<file path="src/sv/u16u8_pkg.sv">
package u16u8_pkg;

    localparam int QUEUE_DEPTH_DEFAULT = 2;

    // Top six bits of a surrogate code unit
    localparam logic [5:0] SURR_HIGH_TAG = 6'h36;
    localparam logic [5:0] SURR_LOW_TAG  = 6'h37;

    localparam logic [20:0] LIMIT_ONE   = 21'h00007F;
    localparam logic [20:0] LIMIT_TWO   = 21'h0007FF;
    localparam logic [20:0] LIMIT_THREE = 21'h00FFFF;

    // 0x10000 expressed in units of 1024
    localparam logic [10:0] PLANE_BASE_KB = 11'd64;

    localparam logic [7:0] LEAD_TWO   = 8'hC0;
    localparam logic [7:0] LEAD_THREE = 8'hE0;
    localparam logic [7:0] LEAD_FOUR  = 8'hF0;
    localparam logic [7:0] CONT_MARK  = 8'h80;

    localparam logic [2:0] LEN_NONE  = 3'd0;
    localparam logic [2:0] LEN_ONE   = 3'd1;
    localparam logic [2:0] LEN_TWO   = 3'd2;
    localparam logic [2:0] LEN_THREE = 3'd3;
    localparam logic [2:0] LEN_FOUR  = 3'd4;

    typedef struct packed {
        logic [15:0] code_unit;
        logic        last_unit;
    } unit_item_t;

    typedef struct packed {
        logic [7:0] out_byte;
        logic       end_of_run;
        logic       end_of_text;
    } byte_item_t;

    // One unit of work for the back end: an optional lone high surrogate
    // sent first, then a code point of len bytes (len may be zero).
    typedef struct packed {
        logic        has_prefix;
        logic [9:0]  prefix_bits;
        logic [20:0] point;
        logic [2:0]  len;
        logic        last;
    } job_t;

    typedef struct packed {
        logic full;
        logic empty;
    } queue_status_t;

    typedef struct packed {
        logic held_valid;
    } front_status_t;

    function automatic logic [2:0] point_len(input logic [20:0] cp);
        logic [2:0] n;
        if (cp <= LIMIT_ONE)
            n = LEN_ONE;
        else if (cp <= LIMIT_TWO)
            n = LEN_TWO;
        else if (cp <= LIMIT_THREE)
            n = LEN_THREE;
        else
            n = LEN_FOUR;
        return n;
    endfunction

    function automatic logic [7:0] enc_byte(input logic [20:0] cp,
                                            input logic [2:0]  len,
                                            input logic [2:0]  pos);
        logic [7:0] b;
        b = 8'h00;
        unique case (len)
            LEN_ONE: b = {1'b0, cp[6:0]};
            LEN_TWO:
            begin
                if (pos == 3'd0)
                    b = LEAD_TWO | {3'b000, cp[10:6]};
                else
                    b = CONT_MARK | {2'b00, cp[5:0]};
            end
            LEN_THREE:
            begin
                unique case (pos)
                    3'd0:    b = LEAD_THREE | {4'h0, cp[15:12]};
                    3'd1:    b = CONT_MARK | {2'b00, cp[11:6]};
                    default: b = CONT_MARK | {2'b00, cp[5:0]};
                endcase
            end
            LEN_FOUR:
            begin
                unique case (pos)
                    3'd0:    b = LEAD_FOUR | {5'h00, cp[20:18]};
                    3'd1:    b = CONT_MARK | {2'b00, cp[17:12]};
                    3'd2:    b = CONT_MARK | {2'b00, cp[11:6]};
                    default: b = CONT_MARK | {2'b00, cp[5:0]};
                endcase
            end
            default: b = 8'h00;
        endcase
        return b;
    endfunction

endpackage

</file>
<file path="src/sv/utf16_to_utf8_transcoder.sv">
// Path: the bytes of an accepted unit pass through the job queue and then the output register.
// Throughput: one output byte per cycle while the receiver pops; a unit produces 0 to 6
// bytes through the single-byte output register; input is taken every cycle while
// the job queue between front and back end has room (QUEUE_DEPTH entries).
// Reset: clears the held surrogate, the job queue and the output valid flag; no sweep.
module utf16_to_utf8_transcoder #(
    parameter int QUEUE_DEPTH = u16u8_pkg::QUEUE_DEPTH_DEFAULT
) (
    input  logic                    clk,
    input  logic                    rst_n,
    input  logic                    push,
    output logic                    full,
    input  u16u8_pkg::unit_item_t   unit,
    input  logic                    pop,
    output logic                    empty,
    output u16u8_pkg::byte_item_t   octet
);
    import u16u8_pkg::*;

    logic          accept, job_push, job_pop;
    job_t          push_job, head_job;
    queue_status_t q_status;
    front_status_t f_status;

    assign full   = q_status.full;
    assign accept = push && !q_status.full;

    u16u8_front u_front (
        .clk      (clk),
        .rst_n    (rst_n),
        .accept   (accept),
        .unit     (unit),
        .job_push (job_push),
        .job      (push_job),
        .status   (f_status)
    );

    u16u8_queue #(
        .DEPTH (QUEUE_DEPTH)
    ) u_queue (
        .clk    (clk),
        .rst_n  (rst_n),
        .wr     (job_push),
        .wr_job (push_job),
        .rd     (job_pop),
        .rd_job (head_job),
        .status (q_status)
    );

    u16u8_back u_back (
        .clk       (clk),
        .rst_n     (rst_n),
        .job       (head_job),
        .job_avail (!q_status.empty),
        .job_pop   (job_pop),
        .pop       (pop),
        .empty     (empty),
        .octet     (octet)
    );

    a_no_pop_when_empty: assert property (@(posedge clk) disable iff (!rst_n)
        job_pop |-> !q_status.empty)
        else $error("job queue read while empty");

    a_text_end_is_run_end: assert property (@(posedge clk) disable iff (!rst_n)
        (!empty && octet.end_of_text) |-> octet.end_of_run)
        else $error("end of text without end of run");

    a_last_clears_hold: assert property (@(posedge clk) disable iff (!rst_n)
        (accept && unit.last_unit) |=> !f_status.held_valid)
        else $error("surrogate held after last unit");

endmodule

</file>
<file path="src/sv/u16u8_front.sv">
module u16u8_front (
    input  logic                    clk,
    input  logic                    rst_n,
    input  logic                    accept,
    input  u16u8_pkg::unit_item_t   unit,
    output logic                    job_push,
    output u16u8_pkg::job_t         job,
    output u16u8_pkg::front_status_t status
);
    import u16u8_pkg::*;

    logic       held_valid_reg, held_valid_next;
    logic [9:0] held_bits_reg, held_bits_next;
    logic       is_high, is_low, pair, hold_new;
    logic [10:0] plane;

    assign is_high  = (unit.code_unit[15:10] == SURR_HIGH_TAG);
    assign is_low   = (unit.code_unit[15:10] == SURR_LOW_TAG);
    assign pair     = held_valid_reg && is_low;
    assign hold_new = !pair && is_high && !unit.last_unit;
    assign plane    = {1'b0, held_bits_reg} + PLANE_BASE_KB;

    always_comb
    begin
        job.has_prefix  = held_valid_reg && !pair;
        job.prefix_bits = held_bits_reg;
        job.last        = unit.last_unit;
        if (pair)
        begin
            job.point = {plane, unit.code_unit[9:0]};
            job.len   = LEN_FOUR;
        end
        else if (hold_new)
        begin
            job.point = 21'd0;
            job.len   = LEN_NONE;
        end
        else
        begin
            job.point = {5'd0, unit.code_unit};
            job.len   = point_len({5'd0, unit.code_unit});
        end
    end

    // A fresh high surrogate with nothing held produces no bytes yet
    assign job_push = accept && (held_valid_reg || !hold_new);

    always_comb
    begin
        held_valid_next = held_valid_reg;
        held_bits_next  = held_bits_reg;
        if (accept)
        begin
            held_valid_next = hold_new;
            held_bits_next  = hold_new ? unit.code_unit[9:0] : 10'd0;
        end
    end

    always_ff @(posedge clk or negedge rst_n)
    begin
        if (!rst_n)
        begin
            held_valid_reg <= 1'b0;
            held_bits_reg  <= 10'd0;
        end
        else
        begin
            held_valid_reg <= held_valid_next;
            held_bits_reg  <= held_bits_next;
        end
    end

    assign status.held_valid = held_valid_reg;

endmodule

</file>
<file path="src/sv/u16u8_queue.sv">
module u16u8_queue #(
    parameter int DEPTH = u16u8_pkg::QUEUE_DEPTH_DEFAULT
) (
    input  logic                      clk,
    input  logic                      rst_n,
    input  logic                      wr,
    input  u16u8_pkg::job_t           wr_job,
    input  logic                      rd,
    output u16u8_pkg::job_t           rd_job,
    output u16u8_pkg::queue_status_t  status
);
    import u16u8_pkg::*;

    localparam int PTR_W = (DEPTH > 1) ? $clog2(DEPTH) : 1;
    localparam int CNT_W = $clog2(DEPTH + 1);
    localparam logic [PTR_W-1:0] PTR_LAST = PTR_W'(DEPTH - 1);
    localparam logic [CNT_W-1:0] CNT_FULL = CNT_W'(DEPTH);

    job_t             slots [DEPTH];
    logic [PTR_W-1:0] wr_ptr_reg, wr_ptr_next;
    logic [PTR_W-1:0] rd_ptr_reg, rd_ptr_next;
    logic [CNT_W-1:0] count_reg, count_next;

    assign status.full  = (count_reg == CNT_FULL);
    assign status.empty = (count_reg == '0);
    assign rd_job       = slots[rd_ptr_reg];

    always_comb
    begin
        wr_ptr_next = wr_ptr_reg;
        rd_ptr_next = rd_ptr_reg;
        count_next  = count_reg;
        if (wr)
            wr_ptr_next = (wr_ptr_reg == PTR_LAST) ? '0 : wr_ptr_reg + 1'b1;
        if (rd)
            rd_ptr_next = (rd_ptr_reg == PTR_LAST) ? '0 : rd_ptr_reg + 1'b1;
        if (wr && !rd)
            count_next = count_reg + 1'b1;
        else if (rd && !wr)
            count_next = count_reg - 1'b1;
    end

    always_ff @(posedge clk)
    begin
        if (wr)
            slots[wr_ptr_reg] <= wr_job;
    end

    always_ff @(posedge clk or negedge rst_n)
    begin
        if (!rst_n)
        begin
            wr_ptr_reg <= '0;
            rd_ptr_reg <= '0;
            count_reg  <= '0;
        end
        else
        begin
            wr_ptr_reg <= wr_ptr_next;
            rd_ptr_reg <= rd_ptr_next;
            count_reg  <= count_next;
        end
    end

endmodule

</file>
<file path="src/sv/u16u8_back.sv">
module u16u8_back (
    input  logic                      clk,
    input  logic                      rst_n,
    input  u16u8_pkg::job_t           job,
    input  logic                      job_avail,
    output logic                      job_pop,
    input  logic                      pop,
    output logic                      empty,
    output u16u8_pkg::byte_item_t     octet
);
    import u16u8_pkg::*;

    localparam logic [2:0] PREFIX_LEN = 3'd3;

    logic       out_valid_reg, out_valid_next;
    byte_item_t out_reg;
    logic [2:0] idx_reg, idx_next;
    logic       advance, in_prefix, final_byte;
    logic [2:0] total, pos, sel_len;
    logic [20:0] sel_point;
    byte_item_t cur;

    assign total      = (job.has_prefix ? PREFIX_LEN : 3'd0) + job.len;
    assign final_byte = (idx_reg == total - 3'd1);
    assign in_prefix  = job.has_prefix && (idx_reg < PREFIX_LEN);

    always_comb
    begin
        if (in_prefix)
        begin
            sel_point = {5'd0, SURR_HIGH_TAG, job.prefix_bits};
            sel_len   = LEN_THREE;
            pos       = idx_reg;
        end
        else
        begin
            sel_point = job.point;
            sel_len   = job.len;
            pos       = idx_reg - (job.has_prefix ? PREFIX_LEN : 3'd0);
        end
    end

    assign cur.out_byte    = enc_byte(sel_point, sel_len, pos);
    assign cur.end_of_run  = final_byte;
    assign cur.end_of_text = final_byte && job.last;

    // Advance when a job is available and the output word is free or being taken this cycle
    assign advance = job_avail && (!out_valid_reg || pop);
    assign job_pop = advance && final_byte;

    always_comb
    begin
        out_valid_next = out_valid_reg;
        idx_next       = idx_reg;
        if (advance)
        begin
            out_valid_next = 1'b1;
            idx_next       = final_byte ? 3'd0 : idx_reg + 3'd1;
        end
        else if (pop)
            out_valid_next = 1'b0;
    end

    always_ff @(posedge clk or negedge rst_n)
    begin
        if (!rst_n)
        begin
            out_valid_reg <= 1'b0;
            idx_reg       <= 3'd0;
        end
        else
        begin
            out_valid_reg <= out_valid_next;
            idx_reg       <= idx_next;
        end
    end

    always_ff @(posedge clk)
    begin
        if (advance)
            out_reg <= cur;
    end

    assign empty = !out_valid_reg;
    assign octet = out_reg;

endmodule

</file>
<file path="config.mk">
export PLATFORM = sky130hd
export DESIGN_NAME = utf16_to_utf8_transcoder
export DESIGN_NICKNAME = d
export VERILOG_FILES = /design/src/sv/u16u8_pkg.sv /design/src/sv/utf16_to_utf8_transcoder.sv /design/src/sv/u16u8_front.sv /design/src/sv/u16u8_queue.sv /design/src/sv/u16u8_back.sv
export SDC_FILE = /design/constraint.sdc
export NUM_CORES = 1
export LEC_CHECK = 0
export ABC_AREA = 0
export BUFFER_PORTS_ARGS = -buffer_cell sky130_fd_sc_hd__buf_4
export CAP_MARGIN = 20
export CELL_PAD_IN_SITES_DETAIL_PLACEMENT = 0
export CELL_PAD_IN_SITES_GLOBAL_PLACEMENT = 2
export CORE_MARGIN = 2
export CORE_UTILIZATION = 45
export DETAILED_ROUTE_END_ITERATION = 8
export GPL_TIMING_DRIVEN = 0
export PLACE_DENSITY = 0.94
export SKIP_CTS_REPAIR_TIMING = 1
export SLEW_MARGIN = 20
export SYNTH_ARGS = -nofsm -noshare
export SYNTH_HDL_FRONTEND = slang
export SYNTH_SLANG_ARGS = --single-unit
</file>
<file path="constraint.sdc">
create_clock -name clk -period 4.84 [get_ports clk]
set_clock_uncertainty 0.2 [all_clocks]
set_input_delay 0.242 -clock clk [delete_from_list [all_inputs] [get_ports clk]]
set_output_delay 0.242 -clock clk [all_outputs]
set_load 0.02 [all_outputs]
</file>
==> results.md <==
- Vias: 3234
- Setup Viol. Count Final: 0
- Net Switching: 1.478 mW
- Net Count, Synth: 409
- # nets final: 467
- Max Transition Viols Final: 0
- CTS tree: built
- Global-route wire length before repair: 17150 µm
- Area Growth Syn to Fin: 16.42%
- I/O pin total: 33
- FMAX: 262.2 MHz
- Layout cells sized above 1: 18.74%
- Pleak: 2.126 nW
- Largest net degree at the start of global routing: 33
- First drt pass iteration count: 5
- Clk sink count: 101
- Levels on crit path: 10
- Async set-reset flop share out of synthesis: 18.81%
- Clk buf depth: 2
- Crit Path Max Fanout: 10
- Cell Pwr Density: 646.0 nW/µm²
- Hold Crit Start: unit[16]
- Critical path, cell by cell: buf_6 > mux2i_4 > inv_1 > ha_1 > fa_1 > clkbuf_1 > nand2_1 > or4b_2 > a21oi_1 > or3_1
- FF-to-FF End: u_back.octet[3]$_DFFE_PP_
- Critical path class: reg -> reg
- Register bit count reported by yosys: 101
- Peak supply drop: 228.9 µV
- Post-Syn Area: 4861 µm²
- MaxCap Viol Count: 0
- Post-synth top area cell: edfxtp_1
- Reg-to-Reg Start: u_queue.rd_ptr_reg$_DFFE_PN0P_
- Count leader, synth: edfxtp_1
- Flop-to-flop setup slack: 1.03 ns
- Vias in the first global route: 3133
- Fin crit share: 78.79%
- Combinational Power Share: 49.7%
- Post-Synthesis Mean Instance Area: 12.79 µm²
- Final hold vios: 0
- Ranking of synthesized cells by area: edfxtp_1 51%, dfrtp_1 9.8%, mux4_2 4.2%
- Seq pwr share: 35.7%
- TNS Setup: 0 ns
- Initial Util: 46.67%
- Pre-CTS setup slack: 1.084 ns
- Delay-heaviest family, CP: simple AND/OR/NAND/NOR gates
- Worst slew pin tran: 0.6705 ns
- Total of fill cells in the finished design: 894
- Rel. slew slack: 54.89%
- Routability congestion estimate: 0.9244
- Wire per inst: 18.70 µm
- Buffers added on ports: 31
- HP Class: in -> reg
- Net Sw Frac: 40.43%
- Cells after Synth: 380
- Cts bufs inserted: 9
- Die X: 107.9 µm
- Clock latency on the worst-skew pair: 0.36 ns
- Commonest register cell after synthesis: edfxtp_1
- Final worst slack: 1.026 ns
- DRC: 0
- Via-to-Cell Ratio: 5.585
- Post-Route WL: 10830 µm
- Die height: 107.9 µm
- Top-area cell type share of the netlist area: 50.66%
- Worst hold path depth: 2
- Sequential share of the synthesized area: 60.44%
- Multi-input combinational cell area: 1793 µm²
- Hold endpoint: u_queue.slots[0][19]$_DFFE_PP_
- Die area: 11650 µm²
- Most common library cells after synthesis: 82 x edfxtp_1, 48 x nand2_1, 31 x o21ai_0, 19 x dfrtp_1, 18 x nor2_1
- Arrival time at the worst endpoint: 3.83 ns
- Syn. warnings: 0
- Gr ovfl total: 0
- Row count: 37
- DP HPWL: 8145 µm
- Clock transition at path regs: 0.09 ns
- Core Area: 10420 µm²
- Global-route usage over all layers: 20.00%
- DRT iter0 DRCs: 182
- Post-route ant nets: 0
- R2R depth: 10
- Critical Path RT: 4.86 ns
- H-tree Lvls: 3
- Clock root buffer: clkbuf_8
- CP max stage delay: 0.71 ns
- Max reg flops: 72
- Number of diodes: 0
- Synth cell types: 60
- Critical path buffers and inverters: 3
- Status: complete, no violations
- Clock power frac: 14.7%
- Internal: 2.178 mW
- RSZ-0062 raised after global routing: false
- EDFF count, synth: 82
- Initial antenna violation count: 0
- Setup crit end kind: flip-flop
- Slowest cell on crit path: or4b_2
- CP Launch Type: flip-flop
- Seq. cell area: 2938 µm²
- Post-layout min period: 3.814 ns
-- layout by cell type, fill, tap and decap left out, types with 4 or more instances in the layout --
cell type       n
ha_1            7
mux2i_1        15
o21ai_0        31
dlygate4sd3_1  14
mux2_2          6
clkbuf_1        9
xor2_1          5
xnor2_1         6
a21oi_1        11
mux4_2          9
edfxtp_1       82
nor3_1          4
nand2b_1        7
o22ai_1         7
nand2_1        48
dfrtp_1        19
nor2_1         17
o21a_1          4
buf_4          32
inv_1          14
nor4_1          5
and2_1         11
nand3_1         6
clkbuf_8       10
-- routing by layer --
layer  global-route usage, %  up-vias  routed length, µm
li1                        -     1541                  -
met1                   27.23     1555               4758
met2                   31.99      118               5162
met3                   2.893       20                628
met4                   9.158        0                278
met5                       0        -                  0
-- logic make-up (layout without fill, tap and decap cells) --
family                     count (synthesis)  in the layout  synth area share [%]
AOI/OAI and AO/OA                         80             80                 10.48
xor gates and xnor gates                  13             13                 2.780
adders and majority gates                  8              8                 2.214
buffers and inverters                     29             92                 2.857
DFF                                      101            101                 60.44
muxes                                     31             31                 9.112
and+or+nand+nor                          118            118                 12.12
-- worst max path at each step --
| stage | from | end | slack [ns] |
|---|---|---|---|
| after floorplan | u_queue.rd_ptr_reg$_DFFE_PN0P_ | u_back.octet[3]$_DFFE_PP_ | 1.65 |
| after global placement | unit[16] | u_queue.slots[0][24]$_DFFE_PP_ | 1.0 |
| after detailed placement | u_queue.rd_ptr_reg$_DFFE_PN0P_ | u_back.octet[3]$_DFFE_PP_ | 1.08 |
| after CTS | u_queue.rd_ptr_reg$_DFFE_PN0P_ | u_back.octet[3]$_DFFE_PP_ | 1.05 |
| after global routing | u_queue.rd_ptr_reg$_DFFE_PN0P_ | u_back.octet[3]$_DFFE_PP_ | 0.86 |
| final | u_queue.rd_ptr_reg$_DFFE_PN0P_ | u_back.octet[3]$_DFFE_PP_ | 1.03 |
-- area by class of cell --
cell class | count | area share, %
repair buffers | 47 | 7.429
plain buffers | 15 | 1.526
clock buffers | 11 | 2.498
inverters | 14 | 0.9286
flip-flops and latches | 101 | 51.91
clock inverters | 5 | 1.017
well taps | 136 | 3.007
multi-input cells | 250 | 31.68
-- worst reg2reg max path, cell delays in order (launching register included) --
cell and delay, ns:
dfrtp_1 0.35, buf_6 0.16, mux2i_4 0.36, inv_1 0.14, ha_1 0.22, fa_1 0.52
clkbuf_1 0.38, nand2_1 0.31, or4b_2 0.71, a21oi_1 0.18, or3_1 0.15
-- through the flow --
stage | cells | utilization (%) | power, mW | area [µm²] | hold slack [ns]
5_1_grt | 579 | 54.33 | 3.876 | 5659 | 0.009134
2_1_floorplan | 380 | - | 2.566 | 4861 | -0.2536
4_1_cts | 565 | 52.99 | 3.653 | 5519 | -0.4626
3_5_place_dp | 549 | 51.08 | 3.115 | 5320 | -0.05938
3_3_place_gp | 547 | 50.53 | 3.080 | 5264 | -0.06546
6_report | 579 | 54.33 | 3.656 | 5659 | 0.01762
-- power by group through the flow --
stage                     clock network, mW  logic (mW)  registers [mW]
after detailed placement                  0        1.79            1.33
after global placement                    0        1.76            1.32
final                                 0.536        1.82            1.30
after floorplan                           0        1.20            1.36
after global routing                  0.578        1.97            1.33
after CTS                             0.549        1.80            1.31
(Power assumes the default switching activity.)
